--- src/rtl/ttwcd_pkg.sv ---
// Shared types, constants and helpers of the two-tone whistle command detector.
`default_nettype none
package ttwcd_pkg;
    localparam int SAMPLE_WIDTH_DEF = 16;
    localparam int ACC_WIDTH_DEF    = 48;
    localparam int COUNT_WIDTH_DEF  = 8;
    localparam int CFG_IDX_WIDTH    = 3;

    typedef enum logic [CFG_IDX_WIDTH-1:0] {
        REG_TONE1_COEFF  = 3'd0,
        REG_TONE2_COEFF  = 3'd1,
        REG_THRESHOLD    = 3'd2,
        REG_RISE_COUNT   = 3'd3,
        REG_FALL_COUNT   = 3'd4,
        REG_HOLD_COUNT   = 3'd5
    } t_reg_idx;

    typedef enum logic [1:0] {
        EV_NONE = 2'd0,
        EV_ON   = 2'd1,
        EV_OFF  = 2'd2
    } t_event;

    typedef struct packed {
        logic       tone2_present;
        logic       tone1_present;
        logic [1:0] event_res;
    } t_result;

    localparam logic signed [63:0] S64_MAX = {1'b0, {63{1'b1}}};
    localparam logic signed [63:0] S64_MIN = {1'b1, {63{1'b0}}};

    // saturate a 128-bit value to signed 64 bits
    function automatic logic signed [63:0] sat64(input logic signed [127:0] v);
        logic signed [63:0] r;
        if (v > 128'sd9223372036854775807) r = S64_MAX;
        else if (v < -128'sd9223372036854775808) r = S64_MIN;
        else r = v[63:0];
        return r;
    endfunction
endpackage
`default_nettype wire

--- src/rtl/ttwcd_mul.sv ---
// Shared signed multiplier: 64x64 product built from four 32x32 partial products.
`default_nettype none
module ttwcd_mul
    import ttwcd_pkg::*;
(
    input  wire logic                 i_clk,
    input  wire logic                 i_rst_n,
    input  wire logic                 i_start,
    input  wire logic signed [63:0]   i_a,
    input  wire logic signed [63:0]   i_b,
    output logic                      o_done,
    output logic signed [127:0]       o_p
);
    logic [63:0]  r_ua, r_ub;
    logic         r_neg;
    logic [1:0]   r_step;
    logic         r_busy;
    logic [127:0] r_acc;
    logic [63:0]  w_pp;
    logic [31:0]  w_x, w_y;
    logic [127:0] w_sh;
    logic [127:0] w_sum;

    always_comb begin
        w_x   = r_step[0] ? r_ua[63:32] : r_ua[31:0];
        w_y   = r_step[1] ? r_ub[63:32] : r_ub[31:0];
        w_pp  = 64'(w_x) * 64'(w_y);
        w_sh  = 128'(w_pp) << (7'(r_step[0]) * 7'd32 + 7'(r_step[1]) * 7'd32);
        w_sum = r_acc + w_sh;
    end

    always_ff @(posedge i_clk) begin
        if (!i_rst_n) begin
            r_busy <= 1'b0;
            o_done <= 1'b0;
            r_step <= 2'd0;
        end else begin
            o_done <= 1'b0;
            if (i_start) begin
                r_ua   <= i_a[63] ? 64'(-i_a) : i_a;
                r_ub   <= i_b[63] ? 64'(-i_b) : i_b;
                r_neg  <= i_a[63] ^ i_b[63];
                r_acc  <= '0;
                r_step <= 2'd0;
                r_busy <= 1'b1;
            end else if (r_busy) begin
                r_acc  <= w_sum;
                r_step <= r_step + 2'd1;
                if (r_step == 2'd3) begin
                    r_busy <= 1'b0;
                    o_done <= 1'b1;
                end
            end
        end
    end

    assign o_p = r_neg ? -$signed(r_acc) : $signed(r_acc);
endmodule
`default_nettype wire

--- config.mk ---
export PLATFORM = sky130hd
export DESIGN_NAME = ttwcd_mul
export DESIGN_NICKNAME = d
export VERILOG_FILES = /design/src/rtl/ttwcd_pkg.sv /design/src/rtl/ttwcd_mul.sv
export SDC_FILE = /design/constraint.sdc
export NUM_CORES = 2
export LEC_CHECK = 0
export BUFFER_PORTS_ARGS = -buffer_cell sky130_fd_sc_hd__buf_2
export CAP_MARGIN = 20
export CORE_MARGIN = 3
export CORE_UTILIZATION = 65
export DETAILED_ROUTE_END_ITERATION = 7
export PLACE_DENSITY_LB_ADDON = 0.2
export REMOVE_ABC_BUFFERS = 1
export SKIP_CTS_REPAIR_TIMING = 1
export SYNTH_ARGS = -nofsm -noshare
export SYNTH_HDL_FRONTEND = slang
export SYNTH_SLANG_ARGS = --single-unit
--- constraint.sdc ---
create_clock -name i_clk -period 20.4 [get_ports i_clk]
set_clock_uncertainty 0.05 [all_clocks]
set_input_delay 3.06 -clock i_clk [delete_from_list [all_inputs] [get_ports i_clk]]
set_output_delay 3.06 -clock i_clk [all_outputs]
set_load 0.05 [all_outputs]
### Word-level counts from Yosys, hierarchy flattened

Index checks and enable logic that the tools add are counted.

| storage, ports and cells | value |
|---|---|
| bits in registers | 261 |
| input port bits | 131 |
| output and inout bits | 129 |

| operators by class | value |
|---|---|
| add/subtract/negate cells | 6 |
| multiply operators | 1 |
| eq/ne operators | 1 |
| shift-type cells | 1 |
| multiplexer cells | 10 |
| bitwise gates (word level) | 3 |
| reductions and logical operators | 5 |

Operator list:

| kind | number |
|---|---|
| 128-bit two-way mux | 2 |
| 128-bit adder | 1 |
| 128-bit negator | 1 |
| 64-bit negator | 2 |
| 64-bit by 7-bit left shift with 128-bit output | 1 |
| 63-bit two-way mux | 2 |
| 32-bit by 32-bit multiplier with 64-bit output | 1 |
| 32-bit two-way mux | 2 |
| 6-bit by 6-bit adder with 7-bit output | 1 |
| 1-bit two-way mux | 4 |
| 2-bit AND reduction | 2 |
| 3-bit OR reduction | 1 |
| 2-bit by 1-bit adder with 2-bit output (second input constant) | 1 |
| 2-bit equality test (second input constant) | 1 |
| 1-bit NOT | 2 |
| 2-bit nonzero test | 1 |
| 2-bit OR reduction | 1 |
| 1-bit XOR | 1 |

### Longest topological paths before layout

| logic depth | value |
|---|---|
| depth in word-level cells | 5 |
| gate-level depth with buffers | 49 |
| depth with buffers taken out | 44 |

### Least setup slack after synthesis

OpenSTA, ideal clock, no wires.

| path | value |
|---|---|
| path kind | register to register |
| from | register r_step[0] |
| to | register r_acc[125], data pin |
| setup time | 260 ps |
| data arrival time | 11730 ps |
| data required time | 20090 ps |
| slack | 8360 ps |
| stages on the path, launching flop included | 45 |
| path buffers | 5 |
| period minus slack after synthesis | 12040 ps |
| cell sequence | dfxtp_1 > clkbuf_1 > clkbuf_1 > mux2i_1 > clkbuf_1 > nor2_1 > fa_1 > inv_1 > fa_1 > fa_1 > fa_1 > inv_1 > fa_1 > inv_1 > fa_1 > inv_1 > fa_1 > fa_1 > (+9 left out) > o21ai_0 > a21oi_1 > xnor2_1 > a22o_1 > ha_1 > clkbuf_1 > nand4_1 > or2_2 > nor4_1 > or4bb_1 > a21oi_1 > nor3_1 > o31ai_1 > nand3_1 > nand2_1 > nand2_1 > a32oi_1 > mux2_2 |

| between the ends | value |
|---|---|
| longest elaborated chain between the ends | 5 |
| elaborated cells between the ends (all ways) | 6 |

Ends and longest elaborated chain:

| element | RTL line | source |
|---|---|---|
| start: declaration | ttwcd_mul.sv:16 | `logic [1:0] r_step;` |
| start signal: assignment | ttwcd_mul.sv:48 | `r_step <= r_step + 2'd1;` |
| 32-bit two-way mux | ttwcd_mul.sv:25 | `w_x = r_step[0] ? r_ua[63:32] : r_ua[31:0];` |
| 32-bit by 32-bit multiplier with 64-bit output | ttwcd_mul.sv:27 | `w_pp = 64'(w_x) * 64'(w_y);` |
| 64-bit by 7-bit left shift with 128-bit output (*) | ttwcd_mul.sv:28 | `w_sh = 128'(w_pp) << (7'(r_step[0]) * 7'd32 + 7'(r_step[1]) * 7'd32);` |
| 128-bit adder (*) | ttwcd_mul.sv:29 | `w_sum = r_acc + w_sh;` |
| 128-bit two-way mux (*) | ttwcd_mul.sv:46 | `end else if (r_busy) begin` |
| end signal: assignment | ttwcd_mul.sv:47 | `r_acc <= w_sum;` |
| end: declaration | ttwcd_mul.sv:18 | `logic [127:0] r_acc;` |

Every way passes the cells marked *; elsewhere a longest branch is shown, timed or not. The select of a mux whose other input is x is not followed.
A chain may end at the register's enable or synchronous reset.

### Worst setup path after layout

| path | value |
|---|---|
| from | register r_step[1] |
| to | register r_acc[127], data pin |

| between the ends | value |
|---|---|
| longest elaborated chain between the ends | 5 |
| elaborated cells between the ends (all ways) | 6 |

Ends and longest elaborated chain:

| element | RTL line | source |
|---|---|---|
| 32-bit two-way mux | ttwcd_mul.sv:26 | `w_y = r_step[1] ? r_ub[63:32] : r_ub[31:0];` |
| 32-bit by 32-bit multiplier with 64-bit output | ttwcd_mul.sv:27 |  |
| 64-bit by 7-bit left shift with 128-bit output (*) | ttwcd_mul.sv:28 |  |
| 128-bit adder (*) | ttwcd_mul.sv:29 |  |
| 128-bit two-way mux (*) | ttwcd_mul.sv:46 |  |

Marked as above.

==> results_dict.tcl <==
set metrics [dict create \
    ys_async_sr_fraction_pct 0 \
    r2r-start "r_step[1]" \
    antenna_found_initial 14 \
    rr_worst_depth 43 \
    ys_types 79 \
    synth_ff_type "edfxtp_1" \
    io_buffer_count 259 \
    netlist_area_sq_um 55700 \
    fin_nets 7918 \
    synth_edf_count 257 \
    setup_ws_ns 5.99 \
    mostFrequentLayoutCell "inv_1" \
    clkTransAtPathRegs_ns 0.06 \
    fin_crit_sh_pct 70.7 \
    first_global_vias 49400 \
    slew_headroom_pct 18.8 \
    syn_area_per_cell_sq_um 8.69 \
    routedWlPerCell_um 25.2 \
    worstSetupStartpoint "r_step[1]" \
    dp_hpwl_um 155000 \
    ys_warn_count 0 \
    die_x_um 299 \
    fill_cells 6760 \
    grt_overflow 0 \
    wl_um 193000 \
    cts.htree.levels 2 \
    drc 12 \
    crit_top_cell "fa_1" \
    design.core.area_sq_um 84400 \
    crit_path_max_fanout 41 \
    finalSetupTns_ns 0 \
    fmax_ghz 0.0694 \
    root_buffer "clkbuf_16" \
    setup_violations 0 \
    routed_via_density 6.36 \
    io_pins 260 \
    dr.pass1.iters 8 \
    dp_slack_ns 6.37 \
    violations "design-rule violations" \
    place_area_sq_um 58200 \
    synthCells 6412 \
    vias 48700 \
    max_stage_delay_ns 0.93 \
    antenna_left 0 \
    setup.worst_path.end_class "register" \
    ys_ff_latch 261 \
    r2r_end "r_acc[127]" \
    hold_viol_final 0 \
    path_depth 43 \
    drtIter0Drc 5454 \
    path_delay_family "adder cells" \
    timing.final.crit_period_ns 14.41 \
    die_area_sq_um 89300 \
    finalInstanceArea_sq_um 59400 \
    critPathSlowestCell "mux2_2" \
    hold_class "reg2reg" \
    grt_pass1_wl_um 291000 \
    start_util_pct 66.1 \
    critPathBufInv 5 \
    status "finished with violations" \
    multi_input_area_sq_um 43500 \
    rsz0062_at_grt "false" \
    layout-drive-gt1-share_pct 8.66 \
    clk_latency_ns 0.58 \
    fp.dieH_um 299 \
    clock_path_buffers 3 \
    required_ns 20.68 \
    cts-buffers-inserted 35 \
    endpoint "r_acc[127]" \
    drv_cap 0 \
    grt_usage_pct 43.1 \
    rows 106 \
    cts_tree "built" \
    area_growth_pct 6.59 \
    grt_max_degree 97 \
    cp.arrival_ns 14.69 \
    regArea_sq_um 7800 \
    ff2ff_setup_slack_ns 5.99 \
    layout_common_cells "916 x inv_1, 897 x fa_1, 888 x nor2_1" \
    worst-setup-path-type "reg2reg" \
    cts.sinks 261 \
    worstMarginPinSlew_ns 1.21 \
    cp-start-kind "register" \
    slew_viol_final 0 \
    place.gp.congestion 1.06 \
    ys_seq_area_share_pct 14.0 \
    fin_util_pct 70.4 \
]
==> synth_stat cells (5+ instances only) <==
master	n	area, sq um
nand3_1	33	165
o21ai_0	250	1250
or3_1	73	457
o221ai_1	8	70.1
and2_1	61	382
xor2_1	77	674
a21boi_0	9	67.6
o21a_1	18	135
nand3b_1	6	45.0
a21oi_1	272	1360
nor2_1	888	3330
o211ai_1	14	105
nor4_1	32	200
or3_4	5	56.3
edfxtp_1	257	7720
a221oi_1	5	43.8
nor3_1	49	245
a211o_1	11	96.3
a21o_1	65	488
nand2_1	722	2710
xnor2_1	356	3120
nor2b_1	51	319
mux2i_1	82	821
clkbuf_1	272	1020
a211oi_1	13	97.6
nand2b_1	34	213
o31ai_1	88	661
or2_2	28	175
o41ai_1	29	254
o21bai_1	47	353
a22o_1	15	131
a31oi_1	27	169
or4_1	23	173
and3_1	16	100
ha_1	394	4930
inv_1	916	3440
fa_1	897	18000
nand4_1	82	513
buf_1	30	113
o22ai_1	20	125
mux2_2	71	800
==> per-stage QoR <==
stage	instances	hold WS, ns
after CTS	7653	0.597
final	7664	0.596
after detailed placement	7590	0.574
after global routing	7660	0.648
after floorplan	6108	0.410
after global placement	7589	0.584
==> worst min-delay path by stage <==
stage / from / to / slack (ns) / depth (start not counted)
2_1_floorplan: r_busy / o_done / 0.41 / 2
3_3_place_gp: r_step[0] / r_step[0] / 0.58 / 2
3_5_place_dp: r_step[0] / r_step[0] / 0.57 / 2
4_1_cts: r_step[0] / r_step[0] / 0.60 / 2
5_1_grt: r_step[0] / r_step[0] / 0.65 / 2
6_report: r_step[0] / r_step[0] / 0.60 / 2
==> cell type report <==
cell class,instances,area share (%)
multi-input combinational,4931,73.3
clock inverter,20,0.417
tap,1134,2.39
timing repair buffer,351,3.37
clock buffer,43,1.58
sequential,261,13.1
inverter,916,5.79
antenna,8,0.0337
==> cells by family after synthesis <==
family | count (synthesis) | synth area share, %
AOI/OAI and AO/OA | 928 | 10.3
xor gates and xnor gates | 434 | 6.84
adders and majority gates | 1291 | 41.1
buffers and inverters | 1220 | 8.22
DFF | 261 | 14.0
muxes | 153 | 2.91
and+or+nand+nor | 2125 | 16.7
==> flip-flops by register name (all words and copies together) (netlist names) <==
register  count
r_busy        1
o_done        1
r_neg         1
r_ua         64
r_acc       128
r_ub         64
r_step        2
==> metal layers <==
| metal | up-vias | wire [um] | part of all wire [%] | track usage, % |
|---|---|---|---|---|
| met1 | 23900 | 70100 | 36 | 55.4 |
| met2 | 3121 | 83700 | 43 | 64.3 |
| li1 | 20900 | - | - | - |
| met3 | 761 | 26500 | 14 | 14.6 |
| met4 | 8 | 12900 | 6.7 | 23.7 |
| met5 | - | 55 | 0.028 | 0 |
==> worst register-to-register path, delay by kind of cell (launching register included) <==
family / cells / cell delay, ns
AO/OA/AOI/OAI: 14 / 3.71
flip-flops: 1 / 0.56
AND/OR/NAND/NOR: 10 / 2.28
XOR/XNOR: 2 / 0.48
buffers and inverters: 5 / 1.01
multiplexers: 2 / 1.22
adder cells (fa/ha/maj): 10 / 4.88
Power is left out: the tool's default activity adds up to more than one toggle a clock period on the data nets, which glitch-free logic cannot reach.
